$ cat src/hw/rtl/cioc_pkg.sv
`default_nettype none
// ---------------------------------------------------------------------------
// cioc_pkg: shared types and constants of the console I/O port controller
// Register offsets, configuration indexes, device codes and reset table.
// ---------------------------------------------------------------------------
package cioc_pkg;

  localparam int unsigned PortCount = 3;

  // register offsets
  localparam logic [3:0] OffVersion = 4'd0;
  localparam logic [3:0] OffDataA   = 4'd1;
  localparam logic [3:0] OffDataB   = 4'd2;
  localparam logic [3:0] OffDataC   = 4'd3;
  localparam logic [3:0] OffCtrlA   = 4'd4;
  localparam logic [3:0] OffCtrlB   = 4'd5;
  localparam logic [3:0] OffCtrlC   = 4'd6;
  localparam logic [3:0] OffTxA     = 4'd7;
  localparam logic [3:0] OffSerA    = 4'd9;
  localparam logic [3:0] OffTxB     = 4'd10;
  localparam logic [3:0] OffSerB    = 4'd12;
  localparam logic [3:0] OffTxC     = 4'd13;
  localparam logic [3:0] OffSerC    = 4'd15;

  // configuration register indexes
  localparam logic [2:0] CfgRegionFirst  = 3'd0;
  localparam logic [2:0] CfgRegionSecond = 3'd1;
  localparam logic [2:0] CfgRegionThird  = 3'd2;
  localparam logic [2:0] CfgRegionOrder  = 3'd3;
  localparam logic [2:0] CfgDevA         = 3'd4;
  localparam logic [2:0] CfgDevB         = 3'd5;
  localparam logic [2:0] CfgDevC         = 3'd6;

  typedef enum logic [1:0] {
    DevNone  = 2'd0,
    DevTwo   = 2'd1,
    DevThree = 2'd2,
    DevSix   = 2'd3
  } dev_e;

  typedef enum logic [1:0] {
    OrdUsaEurJap = 2'd0,
    OrdEurUsaJap = 2'd1,
    OrdJapUsaEur = 2'd2,
    OrdSpare     = 2'd3
  } ord_e;

  localparam logic       OpRead  = 1'b0;
  localparam logic       OpWrite = 1'b1;

  localparam logic [7:0] CodeJapan  = 8'h00;
  localparam logic [7:0] CodeUsa    = 8'h80;
  localparam logic [7:0] CodeEurope = 8'hC0;
  localparam logic [7:0] NoDiscBit  = 8'h20;
  localparam logic [7:0] SerMask    = 8'hF8;

  typedef logic [7:0] byte_t;

  function automatic byte_t bank_reset(input logic [3:0] idx);
    byte_t v;
    v = 8'h00;
    case (idx)
      OffVersion:                 v = 8'hA0;
      OffDataA, OffDataB, OffDataC: v = 8'h7F;
      OffTxA, OffTxB:             v = 8'hFF;
      OffTxC:                     v = 8'hFB;
      default:                    v = 8'h00;
    endcase
    return v;
  endfunction

  // region character class: 2'b01 Japan, 2'b10 Europe, 2'b00 USA
  function automatic logic [1:0] region_class(input byte_t ch);
    logic [1:0] c;
    c = 2'b00;
    if (ch == 8'h4A) c = 2'b01;
    else if (ch == 8'h45 || ch == 8'h41 || ch == 8'h42 || ch == 8'h34) c = 2'b10;
    return c;
  endfunction

  // active-low directions, B and C in bits 0..5
  function automatic byte_t pad_full(input byte_t b);
    return {2'b00, ~b[6], ~b[5], ~b[3], ~b[2], ~b[1], ~b[0]};
  endfunction

endpackage
`default_nettype wire

$ cat src/hw/rtl/console_io_port_controller.sv
`default_nettype none
// ---------------------------------------------------------------------------
// console_io_port_controller: three-port console I/O register block
// Byte reads and writes at 16 register offsets with pad sampling and a
// version byte derived from the cartridge header region.
// ---------------------------------------------------------------------------
// Channel    Direction  Handshake             Payload
// s_axis     in         tvalid/tready         tuser: op; tdata: offset, wdata, buttons a/b/c
// m_axis     out        tvalid/tready         tdata: rdata
// cfg        in         cfg_we_i              cfg_idx_i, cfg_data_i
//
// One item per cycle while m_axis takes each result: the access is decoded and
// the register bank updated at the accepting edge, and the read byte lands in the output register.
// The output register is the only stage; a new item is taken whenever it is
// empty or being drained, so a stalled m_axis holds s_axis off until the
// waiting result is taken.
// Reset loads the register bank with its default table, clears select
// latches, configuration and the output valid flag.
// ---------------------------------------------------------------------------
module console_io_port_controller #(
  parameter int unsigned PORT_COUNT = cioc_pkg::PortCount
) (
  input  wire logic        clk_i,
  input  wire logic        rst_ni,
  input  wire logic        s_axis_tvalid,
  output logic             s_axis_tready,
  input  wire logic        s_axis_tuser,   // [0] op
  // [3:0] offset, [11:4] wdata, [19:12] buttons_a, [27:20] buttons_b,
  // [35:28] buttons_c, [39:36] zero
  input  wire logic [39:0] s_axis_tdata,
  output logic             m_axis_tvalid,
  input  wire logic        m_axis_tready,
  output logic [7:0]       m_axis_tdata,   // [7:0] rdata
  input  wire logic        cfg_we_i,
  input  wire logic [2:0]  cfg_idx_i,
  input  wire logic [7:0]  cfg_data_i
);

  // ---- configuration registers ----
  cioc_pkg::byte_t region_q [3];
  cioc_pkg::ord_e  order_q;
  cioc_pkg::dev_e  dev_q    [3];

  always_ff @(posedge clk_i or negedge rst_ni) begin
    if (!rst_ni) begin
      region_q[0] <= '0;
      region_q[1] <= '0;
      region_q[2] <= '0;
      order_q     <= cioc_pkg::OrdUsaEurJap;
      dev_q[0]    <= cioc_pkg::DevNone;
      dev_q[1]    <= cioc_pkg::DevNone;
      dev_q[2]    <= cioc_pkg::DevNone;
    end else if (cfg_we_i) begin
      unique case (cfg_idx_i)
        cioc_pkg::CfgRegionFirst:  region_q[0] <= cfg_data_i;
        cioc_pkg::CfgRegionSecond: region_q[1] <= cfg_data_i;
        cioc_pkg::CfgRegionThird:  region_q[2] <= cfg_data_i;
        cioc_pkg::CfgRegionOrder:  order_q     <= cioc_pkg::ord_e'(cfg_data_i[1:0]);
        cioc_pkg::CfgDevA:         dev_q[0]    <= cioc_pkg::dev_e'(cfg_data_i[1:0]);
        cioc_pkg::CfgDevB:         dev_q[1]    <= cioc_pkg::dev_e'(cfg_data_i[1:0]);
        cioc_pkg::CfgDevC:         dev_q[2]    <= cioc_pkg::dev_e'(cfg_data_i[1:0]);
        default: ;
      endcase
    end
  end

  // ---- input item fields ----
  logic       in_op;
  logic [3:0] in_off;
  logic [7:0] in_wdata;
  logic [7:0] in_btn [3];
  logic       in_acc;

  assign in_op     = s_axis_tuser;
  assign in_off    = s_axis_tdata[3:0];
  assign in_wdata  = s_axis_tdata[11:4];
  assign in_btn[0] = s_axis_tdata[19:12];
  assign in_btn[1] = s_axis_tdata[27:20];
  assign in_btn[2] = s_axis_tdata[35:28];

  // ---- state ----
  cioc_pkg::byte_t        bank_q [16];
  cioc_pkg::byte_t        bank_d [16];
  logic [PORT_COUNT-1:0]  select_q, select_d;
  logic                   out_valid_q;
  cioc_pkg::byte_t        out_data_q, out_data_d;

  assign s_axis_tready = !out_valid_q || m_axis_tready;
  assign in_acc        = s_axis_tvalid && s_axis_tready;
  assign m_axis_tvalid = out_valid_q;
  assign m_axis_tdata  = out_data_q;

  // ---- version byte: best-priority region among the three characters ----
  logic            has_jap, has_eur, has_usa;
  cioc_pkg::byte_t version;

  always_comb begin
    has_jap = 1'b0;
    has_eur = 1'b0;
    has_usa = 1'b0;
    for (int i = 0; i < 3; i++) begin
      case (cioc_pkg::region_class(region_q[i]))
        2'b01:   has_jap = 1'b1;
        2'b10:   has_eur = 1'b1;
        default: has_usa = 1'b1;
      endcase
    end
    case (order_q)
      cioc_pkg::OrdEurUsaJap:
        version = has_eur ? cioc_pkg::CodeEurope :
                  has_usa ? cioc_pkg::CodeUsa : cioc_pkg::CodeJapan;
      cioc_pkg::OrdJapUsaEur:
        version = has_jap ? cioc_pkg::CodeJapan :
                  has_usa ? cioc_pkg::CodeUsa : cioc_pkg::CodeEurope;
      default: // USA-first order, and the spare order falls back to it
        version = has_usa ? cioc_pkg::CodeUsa :
                  has_eur ? cioc_pkg::CodeEurope : cioc_pkg::CodeJapan;
    endcase
    version = version | cioc_pkg::NoDiscBit;
  end

  // ---- per-port view of the addressed data register ----
  logic [1:0]      port;
  cioc_pkg::byte_t port_ctrl, port_btn, port_data, wr_masked;
  cioc_pkg::dev_e  port_dev;
  logic            port_sel;

  always_comb begin
    port = in_off[1:0] - 2'd1;
    case (port)
      2'd0:    begin port_ctrl = bank_q[4]; port_btn = in_btn[0]; port_data = bank_q[1]; end
      2'd1:    begin port_ctrl = bank_q[5]; port_btn = in_btn[1]; port_data = bank_q[2]; end
      default: begin port_ctrl = bank_q[6]; port_btn = in_btn[2]; port_data = bank_q[3]; end
    endcase
    // ports past PORT_COUNT read as unplugged
    port_dev = cioc_pkg::DevNone;
    if (int'(port) < int'(PORT_COUNT)) begin
      case (port)
        2'd0:    port_dev = dev_q[0];
        2'd1:    port_dev = dev_q[1];
        default: port_dev = dev_q[2];
      endcase
    end
    port_sel = 1'b0;
    for (int i = 0; i < int'(PORT_COUNT); i++) begin
      if (port == 2'(i)) port_sel = select_q[i];
    end
    wr_masked = (in_wdata & 8'h80) | (in_wdata & port_ctrl);
  end

  // ---- access decode: bank update and read byte ----
  always_comb begin
    bank_d     = bank_q;
    select_d   = select_q;
    out_data_d = '0;
    if (in_op == cioc_pkg::OpWrite) begin
      case (in_off) inside
        cioc_pkg::OffDataA, cioc_pkg::OffDataB, cioc_pkg::OffDataC: begin
          bank_d[in_off] = wr_masked;
          if (port_dev == cioc_pkg::DevThree) begin
            for (int i = 0; i < int'(PORT_COUNT); i++) begin
              if (port == 2'(i)) select_d[i] = wr_masked[6];
            end
          end
        end
        cioc_pkg::OffCtrlA, cioc_pkg::OffCtrlB, cioc_pkg::OffCtrlC,
        cioc_pkg::OffTxA, cioc_pkg::OffTxB, cioc_pkg::OffTxC:
          bank_d[in_off] = in_wdata;
        cioc_pkg::OffSerA, cioc_pkg::OffSerB, cioc_pkg::OffSerC:
          bank_d[in_off] = in_wdata & cioc_pkg::SerMask;
        default: ; // version and reserved offsets ignore writes
      endcase
    end else begin
      case (in_off) inside
        cioc_pkg::OffVersion: out_data_d = version;
        cioc_pkg::OffDataA, cioc_pkg::OffDataB, cioc_pkg::OffDataC: begin
          case (port_dev)
            cioc_pkg::DevTwo:
              out_data_d = (port_data & 8'h80) | cioc_pkg::pad_full(port_btn);
            cioc_pkg::DevThree:
              if (port_sel) begin
                out_data_d = (port_data & 8'h80) | cioc_pkg::pad_full(port_btn) | 8'h40;
              end else begin
                out_data_d = (port_data & 8'h80) |
                             {2'b00, ~port_btn[7], ~port_btn[4], 2'b00,
                              ~port_btn[1], ~port_btn[0]};
              end
            default: // unplugged or six-button: inputs float high
              out_data_d = port_data | (~port_ctrl & 8'h7F);
          endcase
        end
        default: out_data_d = bank_q[in_off];
      endcase
    end
  end

  always_ff @(posedge clk_i or negedge rst_ni) begin
    if (!rst_ni) begin
      for (int i = 0; i < 16; i++) bank_q[i] <= cioc_pkg::bank_reset(4'(i));
      select_q <= '0;
    end else if (in_acc) begin
      bank_q   <= bank_d;
      select_q <= select_d;
    end
  end

  always_ff @(posedge clk_i or negedge rst_ni) begin
    if (!rst_ni) begin
      out_valid_q <= 1'b0;
    end else if (in_acc) begin
      out_valid_q <= 1'b1;
    end else if (m_axis_tready) begin
      out_valid_q <= 1'b0;
    end
  end

  always_ff @(posedge clk_i) begin
    if (in_acc) out_data_q <= out_data_d;
  end

  // ---- assertions ----
  a_write_reads_zero: assert property (@(posedge clk_i) disable iff (!rst_ni)
    (in_acc && in_op == cioc_pkg::OpWrite) |=> (m_axis_tvalid && m_axis_tdata == 8'h00))
    else $error("write item did not return a zero byte");

  a_version_no_disc: assert property (@(posedge clk_i) disable iff (!rst_ni)
    (in_acc && in_op == cioc_pkg::OpRead && in_off == cioc_pkg::OffVersion)
      |=> m_axis_tdata[5])
    else $error("version byte lost the no-disc flag");

  a_select_only_on_write: assert property (@(posedge clk_i) disable iff (!rst_ni)
    !$stable(select_q) |-> $past(in_acc && in_op == cioc_pkg::OpWrite))
    else $error("select latch moved without a data write");

  a_ready_when_empty: assert property (@(posedge clk_i) disable iff (!rst_ni)
    !out_valid_q |-> s_axis_tready)
    else $error("input stalled with empty output register");

endmodule
`default_nettype wire

$ cat config.mk
export PLATFORM = sky130hd
export DESIGN_NAME = console_io_port_controller
export DESIGN_NICKNAME = d
export VERILOG_FILES = /design/src/hw/rtl/cioc_pkg.sv /design/src/hw/rtl/console_io_port_controller.sv
export SDC_FILE = /design/constraint.sdc
export NUM_CORES = 1
export LEC_CHECK = 0
export BUFFER_PORTS_ARGS = -buffer_cell sky130_fd_sc_hd__buf_2
export CAP_MARGIN = 20
export CORE_AREA = 2 2 211 130
export CTS_CLUSTER_SIZE = 30
export DETAILED_ROUTE_END_ITERATION = 16
export DIE_AREA = 0 0 213 132
export PLACE_DENSITY = 0.61
export REMOVE_ABC_BUFFERS = 1
export SKIP_CTS_REPAIR_TIMING = 1
export SLEW_MARGIN = 30
export SYNTH_ARGS = -nofsm -noshare
export SYNTH_HDL_FRONTEND = slang
export SYNTH_SLANG_ARGS = --single-unit
$ cat constraint.sdc
create_clock -name clk_i -period 3.5 [get_ports clk_i]
set_input_delay 0 -clock clk_i [delete_from_list [all_inputs] [get_ports clk_i]]
set_output_delay 0 -clock clk_i [all_outputs]
set_load 0.02 [all_outputs]
After elaboration in Yosys (flattened, before gate mapping):

Index checks and enable logic that the tools add are counted.

* flip-flop bits (word level): 172
* logic and storage cells: 174

* add/sub/neg operators: 1
* order comparisons: 3
* equality and inequality tests: 45
* muxes and demuxes: 47
* bitwise gates (word level): 15
* reduce and logical (&&, ||, !) cells: 35

Operators by type and width (count)
* $bwmux W128: 3
* $mux W128: 3
* $eq A8 B7 Y1 const B: 12
* $mux W8: 11
* $pmux W8 S2: 5
* $bmux W8 S4: 1
* $demux W8 S4: 1
* $eq A8 B6 Y1 const B: 3
* $eq A4 B4 Y1 const B: 5
* $eq A4 B3 Y1 const B: 4
* $or A8 B6 Y8: 2
* $reduce_and A5 Y1: 3
* $mux W1: 14
* $mux W2: 7
* $reduce_and A2 Y1: 7
* $eq A2 B1 Y1 const B: 6
* $eq A2 B2 Y1 const B: 6
* $logic_or A1 B1 Y1: 10
* $eq A3 B3 Y1 const B: 3
* $and A8 B8 Y8: 1
* $eq A4 B2 Y1 const B: 2
* $not A1 Y1: 8
* $or A8 B7 Y8: 1
* $or A8 B8 Y8: 1
* 22 further kinds: 27

Depth between registers and ports, before layout:

Gate-level depths: netlist of the first run.

* word-level depth: 15
* depth in mapped cells: 16

Least setup slack after synthesis of the first run:

No wires, ideal clock.

* kind: input port to flip-flop
* from: in s_axis_tdata[1]
* to: reg out_data_q[6], in the netlist m_axis_tdata[6] (data pin)
* data arrival time: 2996 ps
* data required time: 3236 ps
* path slack: 240 ps
* cell stages on the path: 15
* path buffers: 6
* cells stage by stage: buf_2 buf_1 inv_1 ha_1 buf_2 clkbuf_1 buf_2 nor2_1 a211o_1 ha_1 clkbuf_1 nor4b_1 a221oi_1 a21oi_1 o41ai_2

* longest elaborated chain between the ends: 9

Ends and longest elaborated chain
* start, declared: line console_io_port_controller.sv:30 `input wire logic [39:0] s_axis_tdata,`
* parallel branches: the longest is 8 deep, another holds $sub A2 B1 Y2
* $mux W8 (*): line console_io_port_controller.sv:174 `case (in_off) inside`
* end signal, assigned: line console_io_port_controller.sv:218 `if (in_acc) out_data_q <= out_data_d;`
* end, declared: line console_io_port_controller.sv:86 `cioc_pkg::byte_t out_data_q, out_data_d;`

Mark *: on every way between the ends. The select of a mux whose other input is x is not followed.
A chain may end at the register's enable or synchronous reset.

Worst setup path after layout of the first run:

* from: in s_axis_tdata[0]
* to: reg bank_q[41] (netlist bit)

* longest elaborated chain between the ends: 9

Ends and longest elaborated chain
* $not A4 Y5 (not written as such): line console_io_port_controller.sv:159, console_io_port_controller.sv:168, console_io_port_controller.sv:170
* $ge A5 B5 Y1 (not written as such) or $lt A5 B1 Y1 (tied branches): line console_io_port_controller.sv:159, console_io_port_controller.sv:168, console_io_port_controller.sv:170
* $logic_and A1 B1 Y1 (not written as such): line console_io_port_controller.sv:159, console_io_port_controller.sv:168, console_io_port_controller.sv:170
* $mux W8 (not written as such): line console_io_port_controller.sv:159, console_io_port_controller.sv:168, console_io_port_controller.sv:170
* $demux W8 S4: line console_io_port_controller.sv:159, console_io_port_controller.sv:168, console_io_port_controller.sv:170
* $bwmux W128: line console_io_port_controller.sv:170 `bank_d[in_off] = in_wdata & cioc_pkg::SerMask;`
* $mux W128 (3 in a row): line console_io_port_controller.sv:157 `case (in_off) inside`
* end signal, assigned: line console_io_port_controller.sv:202 `bank_q <= bank_d;`
* end, declared: line console_io_port_controller.sv:82 `cioc_pkg::byte_t bank_q [16];`

Several ways; a longest one is shown, not always the timed one. The select of a mux whose other input is x is not followed.

==> metrics.cfg, run 1 <==
[run_status]
status = finished, violations left
failed_checks = hold timing

[sta]
period_needed_ns = 2.48
max_freq_mhz = 404
skew_ns = 0.0101
finalCritPeriodShare_pct = 70.8
slew_viol_final = 0
rsz0062_at_grt = no
holdWs_ns = -0.00662
fin_setup_tns_ns = 0
finalSetupViolCount = 0
worstMarginPinSlew_ns = 0.878
relSlewSlack_pct = 41.1
hold_violations = 4

[yosys]
syn_avg_cell_area_um2 = 12.7
synthDistinctLibCells = 69
yosysWarnings = 0
synth-async-reset-ratio_pct = 95.3
synthCells = 709
yosysSeqAreaShare_pct = 48.8
synth_area_um2 = 9020
ys.flop_type = dfrtp_1
yosys_register_bits = 172
synth-edff-count = 8

[cells_and_area]
syn2layout_area_growth_pct = 15.8
layout.nets = 849
final_layout_size_suffix_gt1_share_pct = 46.9
num_antenna_cells = 0

[floorplan]
die_area_um2 = 28100
dieWidth_um = 213
start_util_pct = 34.6
pin_count = 67
rows = 46
core_area_um2 = 26100
die_y_um = 132

[worst_setup_path]
critical_path.endpoint_type = flip-flop
path_cells = buf_2 > inv_1 > ha_1 > buf_4 > nor3_2 > nand2b_1 > o21ai_0 > a21oi_2 > mux2_2
required_ns = 3.89
arrival_ns = 2.86
critPathLaunchType = input pin
crit_path_max_incr_delay_ns = 0.59
reg2reg_depth = 6
cpMaxStageDelayCell = nand2b_1
crit_path_max_fanout = 15
criticalPathCategory = in2reg

[placement]
gp_congestion = 0.790
hpwlAfterDp_um = 17200
port_buffers = 62

[grt]
grt.total_usage_pct = 17.9
grt_pass1_wl_um = 37800
gr-total-overflow = 0
grt_pass1_vias = 6200
grt_max_degree = 84
antenna_found_initial = 0

[clock_tree]
clockRootBuffer = clkbuf_16
clkSlewWorstSetupHoldPaths_ns = 0.07
clock_path_buffers = 2
htree_levels = 4
cts_tree = done
cts_made_buffers = 17
cts.sinks = 172
insertion_delay_ns = 0.45

[power_and_ir_drop]
powerDensity_nw_per_um2 = 511
p_int_mw = 3.79
power_switching_share_pct = 29.0
peakVddDrop_mv = 0.335
p_clk_share_pct = 35.6
switchingPower_mw = 1.55
p_leak_nw = 4.43
comb_power_share_pct = 17.5
power_frac_seq_pct = 46.9

[job]
drv_cap = 0

[routing]
drt_wl_total_um = 24000
avgRoutedWirePerCell_um = 20.8
antenna_left = 0
num_vias = 6241
first_iter_violations = 458
drc_errors = 0
firstDrtPassIters = 5
vias_per_cell = 5.41

[min_path]
hp-class = in2reg
whs_path_depth = 3

critical path, delay by kind of cell:
kind,cells,cell delay (ns)
and+or+nand+nor,2,0.90
muxes,1,0.26
AOI/OAI and AO/OA,2,0.68
buffers and inverters,3,0.71
adders and majority gates,1,0.30
routing by layer:
metal	GRT usage (%)	vias up	wire length (um)
met3	6.10	14	2010
li1	-	2800	-
met2	23.5	190	9730
met4	4.47	0	204
met1	27.7	3237	12100
met5	0	-	0
sequential cells by signal (all words and copies together), names as in the netlist:
signal,cells
bank_q,128
order_q,2
m_axis_tvalid,1
region_q,24
m_axis_tdata,8
select_q,3
dev_q,6
path summary, 6_finish.rpt:
| kind | startpoint | slack (ns) | end |
|---|---|---|---|
| min reg2reg | bank_q[97]$_DFFE_PN1P_ | 0.48 | bank_q[97]$_DFFE_PN1P_ |
| min in group asynchronous | rst_ni | 0.17 | bank_q[25]$_DFFE_PN0P_ |
| max | s_axis_tdata[0] | 1.02 | bank_q[41]$_DFFE_PN1P_ |
| max reg2reg | m_axis_tvalid$_DFFE_PN0P_ | 1.17 | bank_q[103]$_DFFE_PN0P_ |
| max in group asynchronous | rst_ni | 2.38 | bank_q[107]$_DFFE_PN1P_ |
| min | s_axis_tdata[9] | -0.007 | bank_q[117]$_DFFE_PN1P_ |
power by group through the flow:
stage	clock [mW]	combinational, mW	sequential [mW]
final	1.90	0.933	2.50
after floorplan	0	0.615	2.48
after global routing	2.03	1.02	2.54
after global placement	0	0.894	2.53
after detailed placement	0	0.915	2.53
after CTS	1.94	0.919	2.50
kinds of logic (layout without fill, tap and decap cells):
group / after synthesis / count (layout) / synth area share [%]
compound gates: 123 / 123 / 9.26
buf+inv: 51 / 136 / 2.68
mux: 194 / 194 / 28.0
simple gates: 158 / 158 / 9.79
flops: 172 / 172 / 48.8
fa+ha+maj: 11 / 11 / 1.53
Yosys cell counts (4+ instances only):
cell	instances	area, um^2
a21boi_0	4	30.0
a21oi_1	24	120
a22oi_1	25	188
a311oi_1	4	35.0
and2_1	5	31.3
buf_2	20	100
buf_4	4	30.0
clkbuf_1	8	30.0
dfrtp_1	118	2950
dfstp_2	46	1210
edfxtp_1	8	240
ha_1	11	138
inv_1	12	45.0
mux2_2	155	1750
mux2i_1	8	80.1
mux4_2	31	698
nand2_1	61	229
nand2b_1	7	43.8
nand3_1	5	25.0
nor2_1	26	97.6
nor2_2	7	43.8
nor2b_1	6	37.5
nor3_1	4	20.0
nor3b_2	4	50.1
nor4b_1	4	35.0
o21a_1	4	30.0
o21ai_0	30	150
o22ai_1	5	31.3
cells in the final DEF, fill, tap and decap left out, types with 17 or more instances in the layout:
master and instances:
mux2_2 155, buf_2 61, nor2_1 26, clkbuf_16 17
dfstp_2 46, a21oi_1 24, mux4_2 31, o21ai_0 30
dfrtp_1 118, nand2_1 61, a22oi_1 25
layout make-up:
| class | instances | area [um^2] |
|---|---|---|
| multi-input cells | 486 | 4380 |
| clock inverters | 15 | 156 |
| flip-flops and latches | 172 | 4400 |
| fillers | 2479 | 15600 |
| repair buffers | 91 | 582 |
| clock buffers | 17 | 425 |
| inverters | 13 | 48.8 |
| well taps | 360 | 450 |
through the flow:
step / worst slack, ns / utilization, % / cell area [um^2] / instances / total power [mW]
final: 1.02 / 40.1 / 10400 / 1154 / 5.34
after global routing: 0.807 / 40.1 / 10400 / 1154 / 5.60
after CTS: 1.04 / 39.5 / 10300 / 1140 / 5.35
after detailed placement: 0.612 / 37.3 / 9720 / 1108 / 3.44
after global placement: 0.630 / 37.3 / 9720 / 1108 / 3.42
after floorplan: 0.896 / - / 8830 / 671 / 3.09
Note: power is estimated with default switching activity, not from simulation.
==> run 2: changes to the inputs <==
clock period = 2.3 ns   (was 3.5 ns; I/O delays follow)
==> run 2 against run 1 <==
- the run now ends clean
- non-clock buffer count rose by 43
- clock power rose by 41%
- critical path depth fell by 3
- setup slack got worse by 0.85 ns
- clock skew rose by 0.0021 ns
- hold slack improved by 0.027 ns
- register-to-register slack got worse by 1.0 ns
- via count rose by 3.7%
- highest routed layer is now met5
- total power rose by 50%
- utilization rose by 1.4 points
- critical endpoint is now m_axis_tdata[7]$_SDFFCE_PP0P_
- die area did not move
==> metrics.cfg, run 2 (synthesized netlist as in run 1, its figures left out) <==
[run_status]
status = finished, final reports clean

[cells_and_area]
final_layout_size_suffix_gt1_share_pct = 49.3  ; +2.5 points
num_antenna_cells = 0  ; unchanged
design_area_um2 = 10800  ; +3.5%
layout.nets = 892  ; +5.1%
largest-register = bank_q
largest_reg_flops = 128  ; unchanged
fillers = 2435  ; -1.8%
final_cell_mix = mux2_2, dfrtp_1, nand2_1, buf_2, buf_4
seqCellArea_um2 = 4400  ; unchanged
final_common_cell = mux2_2
syn2layout_area_growth_pct = 19.8
multiInputGateArea_um2 = 4380  ; unchanged

[sta]
worstMarginPinSlew_ns = 0.845  ; -0.0333 ns
skew_ns = 0.0121  ; +0.00207 ns
max_freq_mhz = 469
relSlewSlack_pct = 43.4  ; +2.2 points
holdWs_ns = 0.0200  ; +0.0266 ns
finalSetupViolCount = 0  ; unchanged
slew_viol_final = 0  ; unchanged
finalCritPeriodShare_pct = 92.7
hold_violations = 0  ; -4
period_needed_ns = 2.13
rsz0062_at_grt = no
fin_setup_tns_ns = 0  ; unchanged

[placement]
place_area_um2 = 10100  ; +4.3%
port_buffers = 62  ; unchanged
hpwlAfterDp_um = 19000  ; +10%
gp_congestion = 0.877  ; +11%

[floorplan]
pin_count = 67  ; unchanged
die_area_um2 = 28100  ; unchanged
start_util_pct = 34.6  ; unchanged
dieWidth_um = 213  ; unchanged
rows = 46  ; unchanged
die_y_um = 132  ; unchanged
core_area_um2 = 26100  ; unchanged

[power_and_ir_drop]
switchingPower_mw = 2.30  ; +49%
power_frac_seq_pct = 47.9  ; +1.0 points
powerDensity_nw_per_um2 = 739  ; +45%
p_int_mw = 5.68  ; +50%
p_clk_share_pct = 33.5  ; -2.1 points
comb_power_share_pct = 18.7  ; +1.2 points
p_leak_nw = 4.67  ; +5.3%
peakVddDrop_mv = 0.418  ; +25%
power_switching_share_pct = 28.8  ; -0.14 points

[min_path]
hp-class = in2reg
min_from = s_axis_tdata[9]

[clock_tree]
cts_tree = done
htree_levels = 4  ; unchanged
cts.sinks = 172  ; unchanged
cts_made_buffers = 17  ; unchanged
clkSlewWorstSetupHoldPaths_ns = 0.07  ; about the same
clock_path_buffers = 2  ; unchanged
insertion_delay_ns = 0.45  ; about the same
clockRootBuffer = clkbuf_16

[grt]
met2_usage_pct = 24.2  ; +0.76 points
grt_most_used_layer = met1
gr-total-overflow = 0  ; unchanged
grt_pass1_vias = 6275  ; +1.2%
grt_max_degree = 55  ; -35%
grt.total_usage_pct = 19.0  ; +1.0 points
grtUsageMet3_pct = 5.07  ; -1.0 points
antenna_found_initial = 1  ; +1
grt_pass1_wl_um = 39400  ; +4.3%
grt_use_met1_pct = 30.6  ; +2.9 points

[worst_setup_path]
path_cells = nor3b_2 > mux2i_1 > or4_4 > a221o_1 > o21ai_0 > a41oi_1
setup.worst_path.start = region_q[12]$_DFFE_PN0P_
critical_path.endpoint_type = flip-flop
crit_path_max_fanout = 3  ; -12
cpMaxStageDelayCell = or4_4
required_ns = 2.48  ; -1.41 ns
criticalPathCategory = reg2reg
critPathLaunchType = flip-flop
rr_startpoint = region_q[12]$_DFFE_PN0P_
arrival_ns = 2.31  ; -0.55 ns
rrSetupSlack_ns = 0.17  ; -1.00 ns
crit_path_max_incr_delay_ns = 0.45  ; -0.14 ns

[routing]
first_iter_violations = 518  ; +13%
antenna_left = 0  ; unchanged
num_vias = 6472  ; +3.7%
firstDrtPassIters = 5  ; unchanged
vias_per_cell = 5.41  ; about the same
drt_wl_total_um = 25400  ; +5.5%
drc_errors = 0  ; unchanged
avgRoutedWirePerCell_um = 21.2  ; +1.7%

[job]
drv_cap = 0  ; unchanged

[run 2: changes by cell type in the layout (fill, tap and decap cells not counted), sizes merged]
cell and change:
buf +43, clkinv +7, inv -6, clkbuf +2
clkinvlp -2, bufinv -1
[run 2: final timing paths]
path,endpoint,depth (start not counted)
min reg2reg,bank_q[45]$_DFFE_PN1P_,2
max,m_axis_tdata[7]$_SDFFCE_PP0P_,6
min,bank_q[117]$_DFFE_PN1P_,3
min in group asynchronous,bank_q[61]$_DFFE_PN0P_,2
max reg2reg,m_axis_tdata[7]$_SDFFCE_PP0P_,6
max in group asynchronous,bank_q[21]$_DFFE_PN1P_,3
[run 2: cell type report]
class | instances | area share [%]
clock buffer | 19 | 4.00
tap | 360 | 4.17
sequential | 172 | 40.7
clock inverter | 13 | 0.879
inverter | 13 | 0.451
timing repair buffer | 134 | 9.29
multi-input combinational | 486 | 40.5
[run 2: metal layers]
layer | routed length (um) | vias up
met3 | 1720 | 30
met4 | 371 | 2
met1 | 13200 | 3324
li1 | - | 2890
met2 | 10000 | 226
met5 | 9 | -
[run 2: critical path: cells and delay by family (launching register included)]
family          cells  cell delay [ns]
compound gates      3             0.58
flops               1             0.40
simple gates        2             0.75
mux                 1             0.13
[run 2: power by group through the flow]
stage	logic [mW]	registers, mW	clock network (mW)
floorplan	0.936	3.77	0
global placement	1.43	3.86	0
detailed placement	1.47	3.87	0
CTS	1.47	3.82	2.73
global route	1.62	3.88	2.87
finish	1.49	3.83	2.67
[run 2: per-stage QoR]
step | setup slack (ns) | instances | utilization (%) | power (mW)
2_1_floorplan | -0.304 | 671 | - | 4.71
3_3_place_gp | -0.000907 | 1151 | 38.9 | 5.30
3_5_place_dp | -0.104 | 1151 | 38.9 | 5.33
4_1_cts | 0.181 | 1183 | 40.9 | 8.02
5_1_grt | 0.0368 | 1197 | 41.5 | 8.37
6_report | 0.169 | 1197 | 41.5 | 7.99
